===== config.mk =====
export PLATFORM = sky130hd
export DESIGN_NAME = fcfs_sjf_task_queue_core
export DESIGN_NICKNAME = d
export VERILOG_FILES = /design/src/rtl/core/fsq_pkg.sv /design/src/rtl/core/fsq_entry_ram.sv /design/src/rtl/core/fsq_ctrl.sv /design/src/rtl/core/fcfs_sjf_task_queue_core.sv
export SDC_FILE = /design/constraint.sdc
export NUM_CORES = 2
export LEC_CHECK = 0
export BUFFER_PORTS_ARGS = -buffer_cell sky130_fd_sc_hd__buf_4
export CAP_MARGIN = 10
export CELL_PAD_IN_SITES_DETAIL_PLACEMENT = 0
export CELL_PAD_IN_SITES_GLOBAL_PLACEMENT = 1
export CORE_MARGIN = 8
export CORE_UTILIZATION = 59
export DETAILED_ROUTE_END_ITERATION = 10
export GPL_TIMING_DRIVEN = 0
export PLACE_DENSITY = 0.87
export SYNTH_ARGS = -nofsm -noshare
export SYNTH_HDL_FRONTEND = slang
export SYNTH_SLANG_ARGS = --single-unit
export TNS_END_PERCENT = 30

===== constraint.sdc =====
create_clock -name clk -period 24.1 [get_ports clk]
set_clock_uncertainty 0.15 [all_clocks]
set_input_delay 6.025 -clock clk [delete_from_list [all_inputs] [get_ports clk]]
set_output_delay 6.025 -clock clk [all_outputs]
set_load 0.01 [all_outputs]

===== src/rtl/core/fsq_pkg.sv =====
// Shared types and constants for the FCFS/SJF task queue.
// No dependencies; imported by every module of the block.
package fsq_pkg;

    localparam int QUEUE_DEPTH_DEF = 64;
    localparam int ID_W            = 16;
    localparam int DUR_W           = 32;

    typedef enum logic [1:0] {
        REQ_INSERT = 2'd0,
        REQ_GRAB   = 2'd1,
        REQ_REMOVE = 2'd2,
        REQ_LOOKUP = 2'd3
    } req_t;

    typedef enum logic [2:0] {
        STAT_OK       = 3'd0,
        STAT_EMPTY    = 3'd1,
        STAT_FULL     = 3'd2,
        STAT_NOTFOUND = 3'd3,
        STAT_IGNORED  = 3'd4
    } status_t;

    localparam logic [1:0] MODE_FCFS = 2'd0;
    localparam logic [1:0] MODE_SJF  = 2'd1;

    localparam logic [2:0] ADDR_ORDER_MODE = 3'd0;

    typedef enum logic [1:0] {
        ST_IDLE,
        ST_SCAN,
        ST_RESP
    } state_t;

    typedef struct packed {
        logic [ID_W-1:0]  id;
        logic [DUR_W-1:0] dur;
    } entry_t;

    typedef struct packed {
        status_t          status;
        logic [ID_W-1:0]  id;
        logic [DUR_W-1:0] dur;
    } result_t;

endpackage


===== src/rtl/core/fsq_entry_ram.sv =====
// Entry store: one write port, one read port, registered read data.
// Depends on fsq_pkg for entry_t.
module fsq_entry_ram
    import fsq_pkg::*;
#(
    parameter int QUEUE_DEPTH = QUEUE_DEPTH_DEF,
    parameter int AW          = $clog2(QUEUE_DEPTH)
)
(
    input  logic          clk,
    input  logic          we,
    input  logic [AW-1:0] waddr,
    input  entry_t        wdata,
    input  logic [AW-1:0] raddr,
    output entry_t        rdata
);

    entry_t mem [QUEUE_DEPTH];
    entry_t rdata_reg;

    always_ff @(posedge clk)
    begin
        if (we)
        begin
            mem[waddr] <= wdata;
        end
        rdata_reg <= mem[raddr];
    end

    assign rdata = rdata_reg;

endmodule


===== src/rtl/core/fsq_ctrl.sv =====
// Request sequencer: walks the entry store slot by slot, inserting with a
// forward ripple or deleting with a backward shift. Depends on fsq_pkg.
module fsq_ctrl
    import fsq_pkg::*;
#(
    parameter int QUEUE_DEPTH = QUEUE_DEPTH_DEF,
    parameter int AW          = $clog2(QUEUE_DEPTH),
    parameter int CW          = $clog2(QUEUE_DEPTH + 1)
)
(
    input  logic             clk,
    input  logic             rst_n,
    input  logic             req_valid,
    output logic             req_ready,
    input  req_t             req_type,
    input  logic [ID_W-1:0]  req_id,
    input  logic [DUR_W-1:0] req_dur,
    input  logic [1:0]       order_mode,
    output logic             res_valid,
    input  logic             res_ready,
    output result_t          res,
    output logic             mem_we,
    output logic [AW-1:0]    mem_waddr,
    output entry_t           mem_wdata,
    output logic [AW-1:0]    mem_raddr,
    input  entry_t           mem_rdata
);

    localparam logic [CW-1:0] DEPTH_C = CW'(QUEUE_DEPTH);

    state_t           state_reg,  state_next;
    logic [CW-1:0]    count_reg,  count_next;
    logic [CW-1:0]    idx_reg,    idx_next;
    logic             found_reg,  found_next;
    req_t             op_reg,     op_next;
    logic [ID_W-1:0]  id_reg,     id_next;
    logic [DUR_W-1:0] dur_reg,    dur_next;
    entry_t           carry_reg,  carry_next;
    result_t          res_reg,    res_next;

    logic             last;
    logic             hit;
    logic [CW-1:0]    idx_inc;
    logic [CW-1:0]    idx_dec;
    entry_t           new_entry;

    assign idx_inc   = idx_reg + 1'b1;
    assign idx_dec   = idx_reg - 1'b1;
    assign last      = (idx_reg == count_reg);
    assign new_entry = '{id: id_reg, dur: dur_reg};

    always_comb
    begin
        hit = 1'b0;
        case (op_reg)
            REQ_INSERT:
                hit = (idx_reg == '0) ? (mem_rdata.dur > dur_reg)
                                      : (mem_rdata.dur >= dur_reg);
            REQ_GRAB:
                hit = 1'b1;
            REQ_REMOVE, REQ_LOOKUP:
                hit = (mem_rdata.id == id_reg);
            default:
                hit = 1'b0;
        endcase
    end

    always_ff @(posedge clk or negedge rst_n)
    begin
        if (!rst_n)
        begin
            state_reg <= ST_IDLE;
            count_reg <= '0;
            idx_reg   <= '0;
            found_reg <= 1'b0;
        end
        else
        begin
            state_reg <= state_next;
            count_reg <= count_next;
            idx_reg   <= idx_next;
            found_reg <= found_next;
        end
    end

    always_ff @(posedge clk)
    begin
        op_reg    <= op_next;
        id_reg    <= id_next;
        dur_reg   <= dur_next;
        carry_reg <= carry_next;
        res_reg   <= res_next;
    end

    always_comb
    begin
        state_next = state_reg;
        count_next = count_reg;
        idx_next   = idx_reg;
        found_next = found_reg;
        op_next    = op_reg;
        id_next    = id_reg;
        dur_next   = dur_reg;
        carry_next = carry_reg;
        res_next   = res_reg;
        req_ready  = 1'b0;
        res_valid  = 1'b0;
        mem_we     = 1'b0;
        mem_waddr  = count_reg[AW-1:0];
        mem_wdata  = new_entry;
        mem_raddr  = '0;

        case (state_reg)
            ST_IDLE:
            begin
                req_ready = 1'b1;
                if (req_valid)
                begin
                    op_next    = req_type;
                    id_next    = req_id;
                    dur_next   = req_dur;
                    idx_next   = '0;
                    found_next = 1'b0;
                    res_next   = '{status: STAT_OK, id: '0, dur: '0};
                    if (req_type == REQ_INSERT)
                    begin
                        if (order_mode != MODE_FCFS && order_mode != MODE_SJF)
                        begin
                            res_next.status = STAT_IGNORED;
                            state_next      = ST_RESP;
                        end
                        else if (count_reg == DEPTH_C)
                        begin
                            res_next.status = STAT_FULL;
                            state_next      = ST_RESP;
                        end
                        else if (order_mode == MODE_FCFS || count_reg == '0)
                        begin
                            mem_we     = 1'b1;
                            mem_waddr  = count_reg[AW-1:0];
                            mem_wdata  = '{id: req_id, dur: req_dur};
                            count_next = count_reg + 1'b1;
                            state_next = ST_RESP;
                        end
                        else
                        begin
                            state_next = ST_SCAN;
                        end
                    end
                    else if (count_reg == '0)
                    begin
                        res_next.status = STAT_EMPTY;
                        state_next      = ST_RESP;
                    end
                    else
                    begin
                        state_next = ST_SCAN;
                    end
                end
            end

            ST_SCAN:
            begin
                mem_raddr = idx_inc[AW-1:0];
                idx_next  = idx_inc;
                if (op_reg == REQ_INSERT)
                begin
                    if (last)
                    begin
                        mem_we     = 1'b1;
                        mem_waddr  = idx_reg[AW-1:0];
                        mem_wdata  = found_reg ? carry_reg : new_entry;
                        count_next = count_reg + 1'b1;
                        state_next = ST_RESP;
                    end
                    else if (found_reg)
                    begin
                        mem_we     = 1'b1;
                        mem_waddr  = idx_reg[AW-1:0];
                        mem_wdata  = carry_reg;
                        carry_next = mem_rdata;
                    end
                    else if (hit)
                    begin
                        mem_we     = 1'b1;
                        mem_waddr  = idx_reg[AW-1:0];
                        mem_wdata  = new_entry;
                        carry_next = mem_rdata;
                        found_next = 1'b1;
                    end
                end
                else
                begin
                    if (last)
                    begin
                        if (found_reg)
                        begin
                            count_next = count_reg - 1'b1;
                        end
                        else
                        begin
                            res_next.status = STAT_NOTFOUND;
                        end
                        state_next = ST_RESP;
                    end
                    else if (found_reg)
                    begin
                        mem_we    = 1'b1;
                        mem_waddr = idx_dec[AW-1:0];
                        mem_wdata = mem_rdata;
                    end
                    else if (hit)
                    begin
                        found_next = 1'b1;
                        if (op_reg != REQ_REMOVE)
                        begin
                            res_next.id  = mem_rdata.id;
                            res_next.dur = mem_rdata.dur;
                        end
                        if (op_reg == REQ_LOOKUP)
                        begin
                            state_next = ST_RESP;
                        end
                    end
                end
            end

            ST_RESP:
            begin
                res_valid = 1'b1;
                if (res_ready)
                begin
                    state_next = ST_IDLE;
                end
            end

            default:
            begin
                state_next = ST_IDLE;
            end
        endcase
    end

    assign res = res_reg;

endmodule


===== src/rtl/core/fcfs_sjf_task_queue_core.sv =====
// Top level of the FCFS/SJF task queue: APB register, stream ports, output stage.
// Depends on fsq_pkg, fsq_entry_ram and fsq_ctrl.
//
// One request word in, one result word out. An ignored, full or empty
// request, a first-come-first-served insert and any insert into an empty
// queue go straight from accept to the result. Shortest-job-first insert into
// a non-empty queue, grab and remove walk all stored entries one slot per
// cycle; a look up stops at its match. The walk is set by the entry
// store having a single read and a single write port. A new request is
// taken while a finished result still waits at the output register.
// The entry store needs no clearing after reset.
module fcfs_sjf_task_queue_core
    import fsq_pkg::*;
#(
    parameter int QUEUE_DEPTH = QUEUE_DEPTH_DEF
)
(
    input  logic        clk,
    input  logic        rst_n,
    input  logic        s_tvalid,
    output logic        s_tready,
    input  logic [47:0] s_tdata,   // task_id[15:0], duration[47:16]
    input  logic [1:0]  s_tuser,   // req_type[1:0]
    output logic        m_tvalid,
    input  logic        m_tready,
    output logic [47:0] m_tdata,   // task_id_res[15:0], duration_res[47:16]
    output logic [2:0]  m_tuser,   // status[2:0]
    input  logic        psel,
    input  logic        penable,
    input  logic        pwrite,
    input  logic [2:0]  paddr,
    input  logic [31:0] pwdata,
    output logic [31:0] prdata,
    output logic        pready
);

    localparam int AW = $clog2(QUEUE_DEPTH);
    localparam int CW = $clog2(QUEUE_DEPTH + 1);

    logic [1:0]  order_mode_reg;
    logic        m_tvalid_reg;
    logic [47:0] m_tdata_reg;
    logic [2:0]  m_tuser_reg;

    logic        res_valid;
    logic        res_ready;
    result_t     res;
    logic        mem_we;
    logic [AW-1:0] mem_waddr;
    logic [AW-1:0] mem_raddr;
    entry_t      mem_wdata;
    entry_t      mem_rdata;

    assign pready = 1'b1;
    assign prdata = (paddr[2] == ADDR_ORDER_MODE[2]) ? {30'b0, order_mode_reg} : 32'b0;

    always_ff @(posedge clk or negedge rst_n)
    begin
        if (!rst_n)
        begin
            order_mode_reg <= MODE_FCFS;
        end
        else if (psel && penable && pwrite && pready && paddr[2] == ADDR_ORDER_MODE[2])
        begin
            order_mode_reg <= pwdata[1:0];
        end
    end

    fsq_entry_ram #(
        .QUEUE_DEPTH (QUEUE_DEPTH),
        .AW          (AW)
    ) u_ram (
        .clk   (clk),
        .we    (mem_we),
        .waddr (mem_waddr),
        .wdata (mem_wdata),
        .raddr (mem_raddr),
        .rdata (mem_rdata)
    );

    fsq_ctrl #(
        .QUEUE_DEPTH (QUEUE_DEPTH),
        .AW          (AW),
        .CW          (CW)
    ) u_ctrl (
        .clk        (clk),
        .rst_n      (rst_n),
        .req_valid  (s_tvalid),
        .req_ready  (s_tready),
        .req_type   (req_t'(s_tuser)),
        .req_id     (s_tdata[15:0]),
        .req_dur    (s_tdata[47:16]),
        .order_mode (order_mode_reg),
        .res_valid  (res_valid),
        .res_ready  (res_ready),
        .res        (res),
        .mem_we     (mem_we),
        .mem_waddr  (mem_waddr),
        .mem_wdata  (mem_wdata),
        .mem_raddr  (mem_raddr),
        .mem_rdata  (mem_rdata)
    );

    assign res_ready = !m_tvalid_reg || m_tready;

    always_ff @(posedge clk or negedge rst_n)
    begin
        if (!rst_n)
        begin
            m_tvalid_reg <= 1'b0;
        end
        else if (res_ready)
        begin
            m_tvalid_reg <= res_valid;
        end
    end

    always_ff @(posedge clk)
    begin
        if (res_ready && res_valid)
        begin
            m_tdata_reg <= {res.dur, res.id};
            m_tuser_reg <= res.status;
        end
    end

    assign m_tvalid = m_tvalid_reg;
    assign m_tdata  = m_tdata_reg;
    assign m_tuser  = m_tuser_reg;

endmodule


# Yosys cells after proc, flatten, opt, wreduce, memory -nomap -nowiden
# Memory sizes are Yosys's and may differ from the RTL's. A register that Yosys moved wholly into a read port is not among the register bits.
# Cells that the tools add are included.
# totals
regBits	220
ramBits	3072
inputBits	92
out_inout_bits	86
wordCells	159
mem_count	1
# classes
n_addsub	4
magnitude_cmp	2
eq_ne	27
n_mux	81
bitwise	2
reduce_logical	26
# mem_list
memory	depth	width	read_ports	rd_clocked_by_memory_dff	write_ports	line_no	rtl
u_ram.mem	64	48	1	1	1	fsq_entry_ram.sv:18	entry_t mem [QUEUE_DEPTH];
# ops
operator	n
48-bit 2-to-1 mux	15
51-bit 2-to-1 mux	2
51-bit one-hot mux with 2 select lines	1
48-bit one-hot mux with 2 select lines	1
7-bit 2-to-1 mux	10
6-bit 2-to-1 mux	8
32-bit greater-or-equal comparator	1
32-bit > comparator	1
2-bit 2-to-1 mux	15
7-bit one-hot mux with 2 select lines	2
1-bit 2-to-1 mux	19
16-bit == test	1
2-bit != test (second input constant)	8
7-bit by 1-bit adder with 7-bit output (second input constant)	2
7-bit logical NOT	2
3-bit 2-to-1 mux	4
2-bit by 1-bit != test with 1-bit output (second input constant)	6
3-bit by 1-bit != test with 1-bit output (second input constant)	3
2-bit logical NOT	4
8-bit AND reduction	1
7-bit == test	1
7-bit == test (second input constant)	1
7-bit AND reduction	1
7-bit by 1-bit subtractor with 7-bit output (second input constant)	1
19 further kinds	32

# Depth between registers and ports, before layout
# logic_depth
ltp_word	10
mapped_depth	14
ltp_nobuf	10

# By module
# A second synthesis with hierarchy kept.
# unflattened
cells_unflattened	6219
area_unflattened_um2	129311.5
# modules_own_cells
mod	instances	cells_each	area_per_inst_um2	seq_area_each_um2
fsq_entry_ram	1	5247	118190.9	93209.4
fsq_ctrl	1	877	9183.8	4899.7
fcfs_sjf_task_queue_core	1	95	1936.9	1606.5

# Worst setup path before layout
# Ideal clock, no wire load.
# synth_timing
path_type	input -> register
from	in s_tuser[1]
to	mem u_ram.mem[41][0] (netlist bit) (enable)
arrival_time_ns	12.281
required_time_ns	23.360
setup_slack_ns	11.079
cell_stages	7
n_path_buf	0
path_cell_list	nor3_1 -> o21ai_1 -> nor2_1 -> a211oi_1 -> a21oi_1 -> nand2_1 -> nor4b_1
# synth_between
elab_chain_cells	6
# synth_lines
item	line_no	rtl
start: declaration	fcfs_sjf_task_queue_core.sv:23	input logic [1:0] s_tuser,
2-bit logical NOT	fsq_ctrl.sv:125	if (req_type == REQ_INSERT)
1-bit 2-to-1 mux	fsq_ctrl.sv:125	
1-bit 2-to-1 mux	fsq_ctrl.sv:117	if (req_valid)
1-bit one-hot mux with 2 select lines	fsq_ctrl.sv:113	case (state_reg)
1-bit 2-to-1 mux	fsq_entry_ram.sv:23	if (we)
1-bit 2-to-1 mux (implied by the code)	fsq_entry_ram.sv:25	mem[waddr] <= wdata;
end: declaration	fsq_entry_ram.sv:18	
# Every way passes these cells.

# Worst setup path in the final report
# layout_timing
from	in paddr[2]
to	out prdata[0]
# layout_between
elab_chain_cells	1
# layout_lines
item	line_no	rtl
start: declaration	fcfs_sjf_task_queue_core.sv:31	input logic [2:0] paddr,
2-bit 2-to-1 mux	fcfs_sjf_task_queue_core.sv:55	assign prdata = (paddr[2] == ADDR_ORDER_MODE[2]) ? {30'b0, order_mode_reg} : 32'b0;
end: declaration	fcfs_sjf_task_queue_core.sv:33	output logic [31:0] prdata,
# Every way passes these cells.

==> run metrics <==
DR vias/cell 7.22; layout cell share with drive strength beyond 1 23.9%; Worst setup EP type primary output; final setup margin 11.54 ns; DR vias 77608; sequential area share after synthesis 77.4%; H-tree levels 5; DRC 0; post-synth cell types 70; PwrDens 134 mW/mm2; Die Width 483 um; Hold/Removal Path Class flip-flop to flip-flop; WP buf/inv 2; first-pass GRT wire length 551000 um; main flop type after synthesis edfxtp_1; clk buf depth 4; Routed Antenna Nets 0; Critical Path AT 6.39 ns; most frequent CP cell buf_4; CP required 17.93 ns; vias in the first global route 74691; Area after DPL 0.140 mm2; Post-synth EDFFs 3272; period utilization 52.1%; register bit total from synthesis 3340; Final nets 7768; Synth area leader edfxtp_1; Fin. Hold Viols 0; postcts setup bufs 0; Largest register FFs 3072; CTS Buf Count 326; final setup violation count 0; RSZ-0062 raised after global routing false; YS warnings 0; starting density of the core 59.3%; Slew @ Worst Pin 1.39 ns; I/O pin cnt 178; headroom to the max-slew limit 7.21%; clock root buffer clkbuf_16; WL/cell 36.7 um; insertion delay to the later sink of the worst-skew pair 0.98 ns; Tot GR Track Use 32.8%; initial antenna violation count 36; # clock sinks 3340; die footprint 0.233 mm2; fraction of registers with async set/reset 0.599%; row cnt 171; total negative setup slack 0 ns; largest net degree at the start of global routing 65; hold_buf cts 0; Port Buffers 114; top-count cell post-synth edfxtp_1; hold_ws 0.252 ns; Final Slew Violations 0; Crit Path Max Fanout 3; post-DP HPWL 273000 um; Synth top cells by count 3272 x edfxtp_1, 548 x mux4_2, 421 x o21ai_0; outcome finished clean; TritonCTS clock tree done; Die Ht 483 um; worst slack at placement 11.53 ns; total power 0.0200 W; slowest CP cell buf_4; Final Critical Period 12.56 ns; fillers 12757; Placeable Area 0.217 mm2; leakage 47.0 nW; fin area 0.150 mm2; fmax 79.6 MHz; CP Class input pin to primary output; Total Routed Length 395000 um; Post-Syn Area per Cell 19.3 um2; CP top delay family buffers and inverters; Post-CTS Resized 0; crit path launch type input pin; Synth Cell Area 0.129 mm2; 1st-iter DRT viols 14287; largest vdd supply drop 0.000128 V; drt pass-1 iters 8; max-cap violations 0; area growth from synthesis to layout 16.3%; slowest stage delay, CP 0.13 ns; top cells by area, synth edfxtp_1 76%, mux4_2 9.6%, o221ai_1 2.5%, o22ai_1 1.8%, o21ai_0 1.6%; Worst-path clk slew 0.06 ns; cells along the critical path buf_4 > nor2b_1 > buf_4; area share of the largest cell type after synthesis 76.3%; Mapped Cells 6672; total grt overflow 0; gpl congestion 0.974
==> routing by layer <==
metal	part of all wire (%)	vias to the layer above	global-route usage, %
li1	-	29998	-
met1	34	39375	44.2
met2	43	7131	47.7
met3	16	1088	11.8
met4	6.4	16	16.8
met5	0.028	-	0
==> layout make-up <==
cell class	count	area, um2	share of cell area [%]
antenna	28	70.1	0.0468
buffer	521	2220	1.49
clock buffer	391	8590	5.74
clock inverter	165	1440	0.959
inverter	51	191	0.128
multi-input combinational	2789	27700	18.5
sequential	3340	99700	66.6
tap	2854	3570	2.38
timing repair buffer	611	6330	4.23
==> power breakdown <==
part           switching (W)  total (W)  internal (W)
registers           0.000162    0.00807       0.00791
clock network        0.00213    0.00494       0.00281
logic                0.00502    0.00700       0.00198
==> metrics by stage <==
stage,instances,utilization [%]
after detailed placement,10165,64.3
after global routing,10723,69.0
after CTS,10721,68.9
final,10750,69.0
after global placement,9669,61.4
after floorplan,6701,-
==> worst paths after layout <==
path                                                from                              end  slack [ns]  cells past startpoint
setup / recovery                                paddr[2]                        prdata[0]       11.54                      3
hold / removal              u_ctrl.res[45]$_SDFFCE_PN0P_            m_tdata[13]$_DFFE_PP_        0.25                      0
setup reg to reg           u_ctrl.idx_reg[0]$_DFFE_PN0P_           u_ram.rdata[9]$_DFF_P_       17.37                     11
hold reg to reg             u_ctrl.res[45]$_SDFFCE_PN0P_            m_tdata[13]$_DFFE_PP_        0.25                      0
max in group asynchronous                          rst_n  u_ctrl.count_reg[5]$_DFFE_PN0P_       18.75                      1
min in group asynchronous                          rst_n  u_ctrl.state_reg[1]$_DFFE_PN0P_        4.81                      1
==> placed cells by master, fill, tap and decap left out, drive strengths merged, types with 7 or more instances in the layout <==
| cell type | Yosys | routed |
|---|---|---|
| a211oi | 73 | 73 |
| a21o | 24 | 24 |
| a21oi | 81 | 81 |
| a221o | 31 | 31 |
| a221oi | 33 | 33 |
| a311oi | 36 | 36 |
| a31oi | 52 | 52 |
| and2 | 85 | 85 |
| buf | 204 | 814 |
| bufinv | 0 | 26 |
| clkbuf | 317 | 709 |
| clkinv | 0 | 128 |
| conb | 2 | 31 |
| dfrtp | 20 | 20 |
| dfxtp | 48 | 48 |
| diode | 0 | 28 |
| edfxtp | 3272 | 3272 |
| ha | 36 | 36 |
| inv | 51 | 56 |
| mux2 | 8 | 8 |
| mux2i | 29 | 29 |
| mux4 | 548 | 548 |
| nand2 | 270 | 270 |
| nand2b | 9 | 9 |
| nand3 | 34 | 34 |
| nand4 | 14 | 14 |
| nor2 | 40 | 40 |
| nor2b | 28 | 28 |
| nor3 | 30 | 30 |
| nor4 | 42 | 42 |
| nor4b | 10 | 10 |
| o211ai | 7 | 7 |
| o21ai | 424 | 424 |
| o221ai | 361 | 361 |
| o22ai | 363 | 363 |
| xnor2 | 15 | 15 |
| xor2 | 21 | 21 |
==> cell families after synthesis <==
group | after synthesis | synth area share (%)
adders and majority gates | 36 | 0.350
AOI/OAI and AO/OA | 1514 | 7.95
buffers and inverters | 572 | 1.87
and+or+nand+nor | 587 | 2.28
xor gates and xnor gates | 36 | 0.245
muxes | 585 | 9.88
other | 2 | 0.00583
DFF | 3340 | 77.4
(Power assumes the default switching activity.)
